**src/rtl/sm83_lsu_pkg.sv**
```systemverilog
// Shared types and codes for the SM83 load/store unit.
// Holds operation, bus access and register select codes; no dependencies.
package sm83_lsu_pkg;

  localparam int unsigned InTdataW  = 48;
  localparam int unsigned OutTdataW = 80;
  localparam int unsigned OutTuserW = 3;

  typedef enum logic [4:0] {
    OP_NOP       = 5'd0,
    OP_LD_R_R    = 5'd1,
    OP_LD_R_N    = 5'd2,
    OP_LD_R_HL   = 5'd3,
    OP_ST_HL_R   = 5'd4,
    OP_ST_HL_N   = 5'd5,
    OP_LD_A_BC   = 5'd6,
    OP_LD_A_DE   = 5'd7,
    OP_LD_A_NN   = 5'd8,
    OP_ST_BC_A   = 5'd9,
    OP_ST_DE_A   = 5'd10,
    OP_ST_NN_A   = 5'd11,
    OP_LDH_A_N   = 5'd12,
    OP_STH_N_A   = 5'd13,
    OP_LDH_A_C   = 5'd14,
    OP_STH_C_A   = 5'd15,
    OP_ST_HLI_A  = 5'd16,
    OP_LD_A_HLI  = 5'd17,
    OP_ST_HLD_A  = 5'd18,
    OP_LD_A_HLD  = 5'd19,
    OP_LD_RR_NN  = 5'd20,
    OP_ST_NN_SP  = 5'd21,
    OP_LD_SP_HL  = 5'd22,
    OP_PUSH      = 5'd23,
    OP_POP       = 5'd24
  } action_e;

  typedef enum logic [2:0] {
    BUS_NONE       = 3'd0,
    BUS_BYTE_READ  = 3'd1,
    BUS_WORD_READ  = 3'd2,
    BUS_BYTE_WRITE = 3'd3,
    BUS_WORD_WRITE = 3'd4
  } bus_kind_e;

  // Register selects: bytes 0..7, pairs 8..11, SP 12
  localparam logic [3:0] TGT_A  = 4'd0;
  localparam logic [3:0] TGT_C  = 4'd3;
  localparam logic [3:0] TGT_H  = 4'd6;
  localparam logic [3:0] TGT_L  = 4'd7;
  localparam logic [3:0] TGT_AF = 4'd8;
  localparam logic [3:0] TGT_BC = 4'd9;
  localparam logic [3:0] TGT_DE = 4'd10;
  localparam logic [3:0] TGT_HL = 4'd11;
  localparam logic [3:0] TGT_SP = 4'd12;

  localparam logic [7:0] HIGH_PAGE = 8'hff;

  localparam logic [4:0] CYC_4  = 5'd4;
  localparam logic [4:0] CYC_8  = 5'd8;
  localparam logic [4:0] CYC_12 = 5'd12;
  localparam logic [4:0] CYC_16 = 5'd16;
  localparam logic [4:0] CYC_20 = 5'd20;

  typedef struct packed {
    logic [15:0] read_data;
    logic [15:0] immediate;
    logic [2:0]  source;
    logic [3:0]  target;
    logic [4:0]  action;
  } req_t;

endpackage

```
**src/rtl/sm83_load_store_unit.sv**
```systemverilog
// Load group execute unit of an SM83 style CPU with its own register file.
// Depends on sm83_lsu_pkg for operation codes, bus kinds and the request layout.
//
// Channel  | Dir | Handshake          | Content
// s_axis   | in  | tvalid/tready      | tdata: action, target, source, immediate, read_data
// m_axis   | out | tvalid/tready      | tdata: access fields and register view; tuser: bus kind
//
// One request per cycle while the output is not stalled; results pass the request register,
// then the result register. Store SP gives two results, one per byte write, and holds off
// new requests until its second is loaded. Registers A..L and SP clear on reset.
// A stalled output holds its result and back-pressures through the request register.
module sm83_load_store_unit (
  input  logic                                  clk_i,
  input  logic                                  rst_ni,
  input  logic                                  s_axis_tvalid_i,
  output logic                                  s_axis_tready_o,
  // [4:0] action, [8:5] target, [11:9] source, [27:12] immediate, [43:28] read_data
  input  logic [sm83_lsu_pkg::InTdataW-1:0]     s_axis_tdata_i,
  output logic                                  m_axis_tvalid_o,
  input  logic                                  m_axis_tready_i,
  // [15:0] bus_address, [31:16] write_data, [36:32] cycle_count, [44:37] acc_after,
  // [60:45] hl_after, [76:61] sp_after
  output logic [sm83_lsu_pkg::OutTdataW-1:0]    m_axis_tdata_o,
  // [2:0] bus_kind
  output logic [sm83_lsu_pkg::OutTuserW-1:0]    m_axis_tuser_o,
  output logic                                  m_axis_tlast_o
);
  import sm83_lsu_pkg::*;

  // Request register
  logic        req_valid_q;
  logic        phase_q;
  req_t        req_q;

  // Register file
  logic [7:0]  regs_q [8];
  logic [7:0]  regs_d [8];
  logic [15:0] sp_q, sp_d;

  // Result register
  logic        out_valid_q;
  logic [2:0]  out_kind_q;
  logic [15:0] out_addr_q, out_wdata_q, out_hl_q, out_sp_q;
  logic [4:0]  out_cyc_q;
  logic [7:0]  out_acc_q;
  logic        out_last_q;

  logic        in_acc, out_ld, final_beat;
  logic [2:0]  kind;
  logic [15:0] addr, wdata;
  logic [4:0]  cyc;

  function automatic logic [15:0] read_sel(input logic [3:0] t);
    logic [15:0] v;
    v = '0;
    if (t < TGT_AF) begin
      v = {8'h00, regs_q[t[2:0]]};
    end else if (t < TGT_SP) begin
      v = {regs_q[{t[1:0], 1'b0}], regs_q[{t[1:0], 1'b1}]};
    end else if (t == TGT_SP) begin
      v = sp_q;
    end
    return v;
  endfunction

  assign final_beat = !((req_q.action == OP_ST_NN_SP) && !phase_q);
  assign out_ld     = req_valid_q && (!out_valid_q || m_axis_tready_i);
  assign in_acc     = s_axis_tvalid_i && s_axis_tready_o;
  assign s_axis_tready_o = !req_valid_q || (out_ld && final_beat);

  always_comb begin
    logic [15:0] hl, sel_val, tgt_val, hl_val, sp_val;
    logic [7:0]  acc, rb, acc_val;
    logic        tgt_we, acc_we, hl_we, sp_we;
    hl      = {regs_q[TGT_H[2:0]], regs_q[TGT_L[2:0]]};
    acc     = regs_q[TGT_A[2:0]];
    rb      = req_q.read_data[7:0];
    sel_val = read_sel(req_q.target);
    tgt_we  = 1'b0;
    tgt_val = '0;
    acc_we  = 1'b0;
    acc_val = rb;
    hl_we   = 1'b0;
    hl_val  = hl;
    sp_we   = 1'b0;
    sp_val  = sp_q;
    kind    = BUS_NONE;
    addr    = '0;
    wdata   = '0;
    cyc     = CYC_4;

    unique case (req_q.action)
      OP_LD_R_R: begin
        tgt_we = 1'b1; tgt_val = {8'h00, regs_q[req_q.source]};
      end
      OP_LD_R_N: begin
        tgt_we = 1'b1; tgt_val = {8'h00, req_q.immediate[7:0]}; cyc = CYC_8;
      end
      OP_LD_R_HL: begin
        kind = BUS_BYTE_READ; addr = hl; tgt_we = 1'b1; tgt_val = {8'h00, rb}; cyc = CYC_8;
      end
      OP_ST_HL_R: begin
        kind = BUS_BYTE_WRITE; addr = hl; wdata = {8'h00, sel_val[7:0]}; cyc = CYC_8;
      end
      OP_ST_HL_N: begin
        kind = BUS_BYTE_WRITE; addr = hl; wdata = {8'h00, req_q.immediate[7:0]};
        cyc = CYC_12;
      end
      OP_LD_A_BC: begin
        kind = BUS_BYTE_READ; addr = read_sel(TGT_BC); acc_we = 1'b1; cyc = CYC_8;
      end
      OP_LD_A_DE: begin
        kind = BUS_BYTE_READ; addr = read_sel(TGT_DE); acc_we = 1'b1; cyc = CYC_8;
      end
      OP_LD_A_NN: begin
        kind = BUS_BYTE_READ; addr = req_q.immediate; acc_we = 1'b1; cyc = CYC_16;
      end
      OP_ST_BC_A: begin
        kind = BUS_BYTE_WRITE; addr = read_sel(TGT_BC); wdata = {8'h00, acc}; cyc = CYC_8;
      end
      OP_ST_DE_A: begin
        kind = BUS_BYTE_WRITE; addr = read_sel(TGT_DE); wdata = {8'h00, acc}; cyc = CYC_8;
      end
      OP_ST_NN_A: begin
        kind = BUS_BYTE_WRITE; addr = req_q.immediate; wdata = {8'h00, acc}; cyc = CYC_16;
      end
      OP_LDH_A_N: begin
        kind = BUS_BYTE_READ; addr = {HIGH_PAGE, req_q.immediate[7:0]}; acc_we = 1'b1;
        cyc = CYC_12;
      end
      OP_STH_N_A: begin
        kind = BUS_BYTE_WRITE; addr = {HIGH_PAGE, req_q.immediate[7:0]};
        wdata = {8'h00, acc}; cyc = CYC_12;
      end
      OP_LDH_A_C: begin
        kind = BUS_BYTE_READ; addr = {HIGH_PAGE, regs_q[TGT_C[2:0]]}; acc_we = 1'b1;
        cyc = CYC_8;
      end
      OP_STH_C_A: begin
        kind = BUS_BYTE_WRITE; addr = {HIGH_PAGE, regs_q[TGT_C[2:0]]};
        wdata = {8'h00, acc}; cyc = CYC_8;
      end
      OP_ST_HLI_A: begin
        kind = BUS_BYTE_WRITE; addr = hl; wdata = {8'h00, acc};
        hl_we = 1'b1; hl_val = hl + 16'd1; cyc = CYC_8;
      end
      OP_LD_A_HLI: begin
        kind = BUS_BYTE_READ; addr = hl; acc_we = 1'b1;
        hl_we = 1'b1; hl_val = hl + 16'd1; cyc = CYC_8;
      end
      OP_ST_HLD_A: begin
        kind = BUS_BYTE_WRITE; addr = hl; wdata = {8'h00, acc};
        hl_we = 1'b1; hl_val = hl - 16'd1; cyc = CYC_8;
      end
      OP_LD_A_HLD: begin
        kind = BUS_BYTE_READ; addr = hl; acc_we = 1'b1;
        hl_we = 1'b1; hl_val = hl - 16'd1; cyc = CYC_8;
      end
      OP_LD_RR_NN: begin
        tgt_we = 1'b1; tgt_val = req_q.immediate; cyc = CYC_12;
      end
      OP_ST_NN_SP: begin
        // low byte first, high byte at the next address
        kind = BUS_BYTE_WRITE; cyc = CYC_20;
        addr  = phase_q ? req_q.immediate + 16'd1 : req_q.immediate;
        wdata = {8'h00, phase_q ? sp_q[15:8] : sp_q[7:0]};
      end
      OP_LD_SP_HL: begin
        sp_we = 1'b1; sp_val = hl; cyc = CYC_8;
      end
      OP_PUSH: begin
        sp_we = 1'b1; sp_val = sp_q - 16'd2;
        kind = BUS_WORD_WRITE; addr = sp_q - 16'd2; wdata = sel_val; cyc = CYC_16;
      end
      OP_POP: begin
        kind = BUS_WORD_READ; addr = sp_q; cyc = CYC_12;
        tgt_we = 1'b1; tgt_val = req_q.read_data;
        // pop into SP lands first, then the pointer still advances by two
        sp_we  = 1'b1;
        sp_val = ((req_q.target == TGT_SP) ? req_q.read_data : sp_q) + 16'd2;
      end
      default: ;
    endcase

    regs_d = regs_q;
    sp_d   = sp_q;
    if (tgt_we) begin
      if (req_q.target < TGT_AF) begin
        regs_d[req_q.target[2:0]] = tgt_val[7:0];
      end else if (req_q.target < TGT_SP) begin
        regs_d[{req_q.target[1:0], 1'b0}] = tgt_val[15:8];
        regs_d[{req_q.target[1:0], 1'b1}] = tgt_val[7:0];
      end else if (req_q.target == TGT_SP) begin
        sp_d = tgt_val;
      end
    end
    if (acc_we) begin
      regs_d[TGT_A[2:0]] = acc_val;
    end
    if (hl_we) begin
      regs_d[TGT_H[2:0]] = hl_val[15:8];
      regs_d[TGT_L[2:0]] = hl_val[7:0];
    end
    if (sp_we) begin
      sp_d = sp_val;
    end
  end

  always_ff @(posedge clk_i or negedge rst_ni) begin
    if (!rst_ni) begin
      req_valid_q <= 1'b0;
      phase_q     <= 1'b0;
    end else if (in_acc) begin
      req_valid_q <= 1'b1;
      phase_q     <= 1'b0;
    end else if (out_ld && final_beat) begin
      req_valid_q <= 1'b0;
      phase_q     <= 1'b0;
    end else if (out_ld) begin
      phase_q <= 1'b1;
    end
  end

  always_ff @(posedge clk_i) begin
    if (in_acc) begin
      req_q <= req_t'(s_axis_tdata_i[$bits(req_t)-1:0]);
    end
  end

  always_ff @(posedge clk_i or negedge rst_ni) begin
    if (!rst_ni) begin
      for (int i = 0; i < 8; i++) begin
        regs_q[i] <= '0;
      end
      sp_q <= '0;
    end else if (out_ld) begin
      regs_q <= regs_d;
      sp_q   <= sp_d;
    end
  end

  always_ff @(posedge clk_i or negedge rst_ni) begin
    if (!rst_ni) begin
      out_valid_q <= 1'b0;
    end else if (out_ld) begin
      out_valid_q <= 1'b1;
    end else if (m_axis_tready_i) begin
      out_valid_q <= 1'b0;
    end
  end

  always_ff @(posedge clk_i) begin
    if (out_ld) begin
      out_kind_q  <= kind;
      out_addr_q  <= addr;
      out_wdata_q <= wdata;
      out_cyc_q   <= cyc;
      out_acc_q   <= regs_d[TGT_A[2:0]];
      out_hl_q    <= {regs_d[TGT_H[2:0]], regs_d[TGT_L[2:0]]};
      out_sp_q    <= sp_d;
      out_last_q  <= final_beat;
    end
  end

  assign m_axis_tvalid_o = out_valid_q;
  assign m_axis_tuser_o  = out_kind_q;
  assign m_axis_tlast_o  = out_last_q;
  assign m_axis_tdata_o  = {3'b000, out_sp_q, out_hl_q, out_acc_q, out_cyc_q,
                            out_wdata_q, out_addr_q};

`ifndef SYNTH
  // Only the first byte of store SP is a non-final beat
  assert property (@(posedge clk_i) disable iff (!rst_ni)
    (m_axis_tvalid_o && !m_axis_tlast_o) |->
      (m_axis_tuser_o == BUS_BYTE_WRITE && out_cyc_q == CYC_20))
    else $error("non-final result is not a store SP byte");

  assert property (@(posedge clk_i) disable iff (!rst_ni)
    phase_q |-> (req_valid_q && req_q.action == OP_ST_NN_SP))
    else $error("second beat pending without a store SP request");

  assert property (@(posedge clk_i) disable iff (!rst_ni)
    (m_axis_tvalid_o && m_axis_tuser_o == BUS_NONE) |->
      (out_addr_q == 16'h0000 && out_wdata_q == 16'h0000))
    else $error("access fields set on a result without bus access");

  // Input stalls only behind a held result or the first byte of store SP
  assert property (@(posedge clk_i) disable iff (!rst_ni)
    !s_axis_tready_o |-> (req_valid_q && (out_valid_q || !final_beat)))
    else $error("request side stalled while a stage is free");

  // Register file only changes when a result is loaded
  assert property (@(posedge clk_i) disable iff (!rst_ni)
    !out_ld |=> ($stable(sp_q) && $stable(regs_q[0])))
    else $error("register state changed without a result");
`endif

endmodule

```
**config.mk**
```make
export PLATFORM = sky130hd
export DESIGN_NAME = sm83_load_store_unit
export DESIGN_NICKNAME = d
export VERILOG_FILES = /design/src/rtl/sm83_lsu_pkg.sv /design/src/rtl/sm83_load_store_unit.sv
export SDC_FILE = /design/constraint.sdc
export NUM_CORES = 1
export LEC_CHECK = 0
export BUFFER_PORTS_ARGS = -buffer_cell sky130_fd_sc_hd__buf_2
export CORE_ASPECT_RATIO = 1.5
export CORE_UTILIZATION = 30
export CTS_BUF_LIST = sky130_fd_sc_hd__clkbuf_8
export DETAILED_ROUTE_END_ITERATION = 6
export GPL_TIMING_DRIVEN = 0
export PLACE_DENSITY = 0.51
export SLEW_MARGIN = 20
export SYNTH_ARGS = -nofsm -noshare
export SYNTH_HDL_FRONTEND = slang
export SYNTH_SLANG_ARGS = --single-unit
```
**constraint.sdc**
```tcl
create_clock -name clk_i -period 3.8 [get_ports clk_i]
set_input_delay 0.19 -clock clk_i [delete_from_list [all_inputs] [get_ports clk_i]]
set_output_delay 0.19 -clock clk_i [all_outputs]
set_load 0.05 [all_outputs]
```
==> flow_summary.ini <==
[run_status]
status = finished clean

[critical_path]
critPathBufInv = 2
critPathMaxStageDelay_ns = 0.64
end_kind = register
required_ns = 4.24
critical_path_arrival_ns = 4.23
cp_slowest_cell = a22oi_1
reg2regPathDepth = 9
worstSetupStartpoint = req_q[3]
critical_path_class = register to register
r2r_slack_ns = 0.01
crit_family = compound AO/OA/AOI/OAI gates
endpoint = regs_q[57]
path_cells = buf_4 -> nor2_1 -> a21boi_0 -> buf_2 -> a22oi_1 -> nand2_1 -> o21ai_0 -> a31oi_1 -> mux2_2
cp_max_fo = 19
crit_cells = 9
r2r_start = req_q[3]
startpoint_type = register
r2r-end = regs_q[57]

[timing]
worstMarginPinSlew_ns = 1.29
hold_ws_ns = 0.113
rsz0062_at_grt = false
skew_ns = 0.0296
hold_viol = 0
max_slew_margin_pct = 13.5
finalWorstSetupSlack_ns = 0.0113
fin_crit_sh_pct = 99.7
min_period_ns = 3.79
finalSetupViolCount = 0
final_max_slew_viol_count = 0
final.setup.tns_ns = 0
fmax_mhz = 264

[synth]
syn_area_mm2 = 0.0139
ys_async_sr_fraction_pct = 40.3
seq_area_frac_synth_pct = 41.4
yosysMostFrequentCell = nand2_1
ys_warn_count = 0
synth_cells = 1405
synth_area_per_cell_um2 = 9.92
synth_top_cell_by_area = edfxtp_1
synth_commonest_cells = 144 x nand2_1, 123 x edfxtp_1, 114 x nor2_1
synth_top_area_share_pct = 26.5
synth_seq_cells = 206
synth_ff_type = edfxtp_1
synthTopCellsByArea = edfxtp_1 27%, dfrtp_1 15%, mux4_2 6.3%
synth_cell_types = 92
synth_enable_flop_cells = 123

[cts]
cts_num_sinks = 206
clockBufferDepth = 3
cts_buffers = 38
cts_htree_levels = 2
cts.clk_slew.worst_paths_ns = 0.06
tritoncts = built
clock-root-buffer = clkbuf_8
clock_latency_ns = 0.58

[global_routing]
grt_pass1_wl_um = 97400
grt_max_degree = 62
grtUsageTotal_pct = 29.2
overflow = 0
antenna_found_initial = 2
grt_pass1_vias = 13400

[drt]
drt_pass1_iterations = 5
route.detailed.drc = 0
drt-vias-per-instance = 6.01
dr_total_vias = 13500
ant_nets = 0
drtIter0Drc = 1531
routedWlPerCell_um = 30.6
routed_wl_um = 68900

[placed_design]
port_buffers = 128
dpl.cell_count = 2129
place_area_mm2 = 0.0154
pre_cts_ws_ns = -1.12
dpl.hpwl_um = 52500
gp_congestion = 1.03

[finish]
final_area_mm2 = 0.0168
drive_above_1_share_pct = 21.7
stdcell_count = 2250
final_core_util_pct = 36.7
area_growth_pct = 20.5
final_nets = 1704

[worst_hold_path]
worstHoldPathType = input pin to asynchronous set/reset pin

[floorplanning]
dieWidth_um = 178
num_rows = 96
core_mm2 = 0.0458
pin_count = 138
start_util_pct = 30.4
dieArea_mm2 = 0.0473
fp.dieH_um = 266

[pwr]
p_per_area_mw_per_mm2 = 576
fin_total_pwr_mw = 9.68
p_leak_nw = 6.35
peakVddDrop_mv = 0.262

[flow_run]
drv_cap = 0
==> worst min-delay path by stage <==
stage | from | to | slack [ns] | cells past startpoint
3_3_place_gp | s_axis_tdata_i[5] | req_q[5] | 0.37 | 1
4_1_cts | rst_ni | asynchronous set/reset pin | 0.10 | 2
6_report | rst_ni | regs_q[59] | 0.11 | 2
5_1_grt | rst_ni | regs_q[59] | 0.14 | 2
3_5_place_dp | rst_ni | regs_q[58] | 0.14 | 1
2_1_floorplan | rst_ni | asynchronous set/reset pin | -0.11 | 0
==> cell usage in the layout (no fill, tap or decap), drive strengths merged, types with 17 or more instances in the layout <==
cell | netlist | routed
a31oi | 19 | 19
a221oi | 19 | 19
mux4 | 39 | 39
o21ai | 94 | 94
dfrtp | 83 | 83
nor2 | 116 | 116
nand2 | 146 | 146
a22oi | 53 | 53
edfxtp | 123 | 123
nor3 | 23 | 23
a211oi | 17 | 17
nand3 | 45 | 45
mux2 | 34 | 34
dlygate4sd3 | 0 | 47
buf | 64 | 203
inv | 19 | 28
clkbuf | 50 | 90
xnor2 | 28 | 28
ha | 19 | 19
a21oi | 97 | 97
xor2 | 28 | 28
mux2i | 37 | 37
o22ai | 19 | 19
o211ai | 21 | 21
==> kinds of logic (layout without fill, tap and decap cells) <==
logic type | count (synthesis) | after routing | share of synthesized area, %
AND/OR/NAND/NOR | 437 | 437 | 15.3
buffers and inverters | 134 | 386 | 4.45
XOR/XNOR | 56 | 56 | 3.57
multiplexers | 110 | 110 | 11.8
other | 1 | 6 | 0.0269
flip-flops | 206 | 206 | 41.4
AO/OA/AOI/OAI | 441 | 441 | 21.6
adder cells (fa/ha/maj) | 20 | 20 | 1.85
==> worst register-to-register path: stages, from the launching register on <==
cell and delay, ns:
edfxtp_1 0.40, buf_4 0.27, nor2_1 0.09, a21boi_0 0.20, buf_2 0.30, a22oi_1 0.65, nand2_1 0.56, o21ai_0 0.65
a31oi_1 0.23, mux2_2 0.31
==> final cells by class <==
| class | count | area [um2] |
|---|---|---|
| antenna | 1 | 2.50 |
| buffer | 110 | 549 |
| clock buffer | 43 | 592 |
| clock inverter | 26 | 136 |
| fill | 4632 | 29000 |
| inverter | 20 | 75.1 |
| multi-input combinational | 1069 | 7650 |
| sequential | 206 | 5770 |
| tap | 588 | 736 |
| timing repair buffer | 187 | 1280 |
==> repair_timing <==
| item | CTS | global route |
|---|---|---|
| pin swaps | 2 | 2 |
| endpoints found under the hold margin | 130 | 0 |
| setup endpoints to repair | 27 | 15 |
| hold buffers | 47 | 0 |
| resized for setup | 10 | 13 |
| setup buffers | 5 | 2 |
==> power breakdown <==
| part | internal [mW] | switching (mW) | total [mW] |
|---|---|---|---|
| sequential | 2.92 | 0.687 | 3.61 |
| combinational | 1.36 | 2.58 | 3.94 |
| clock | 1.11 | 1.03 | 2.13 |
| total | 5.39 | 4.29 | 9.68 |
==> layer usage <==
layer	up-vias	share of wire [%]	GRT usage, %
li1	5868	-	-
met1	6657	36	33.0
met2	768	48	48.2
met3	240	6.7	4.24
met4	0	9.4	24.3
met5	-	0	0
Note: power is estimated with default switching activity, not from simulation.
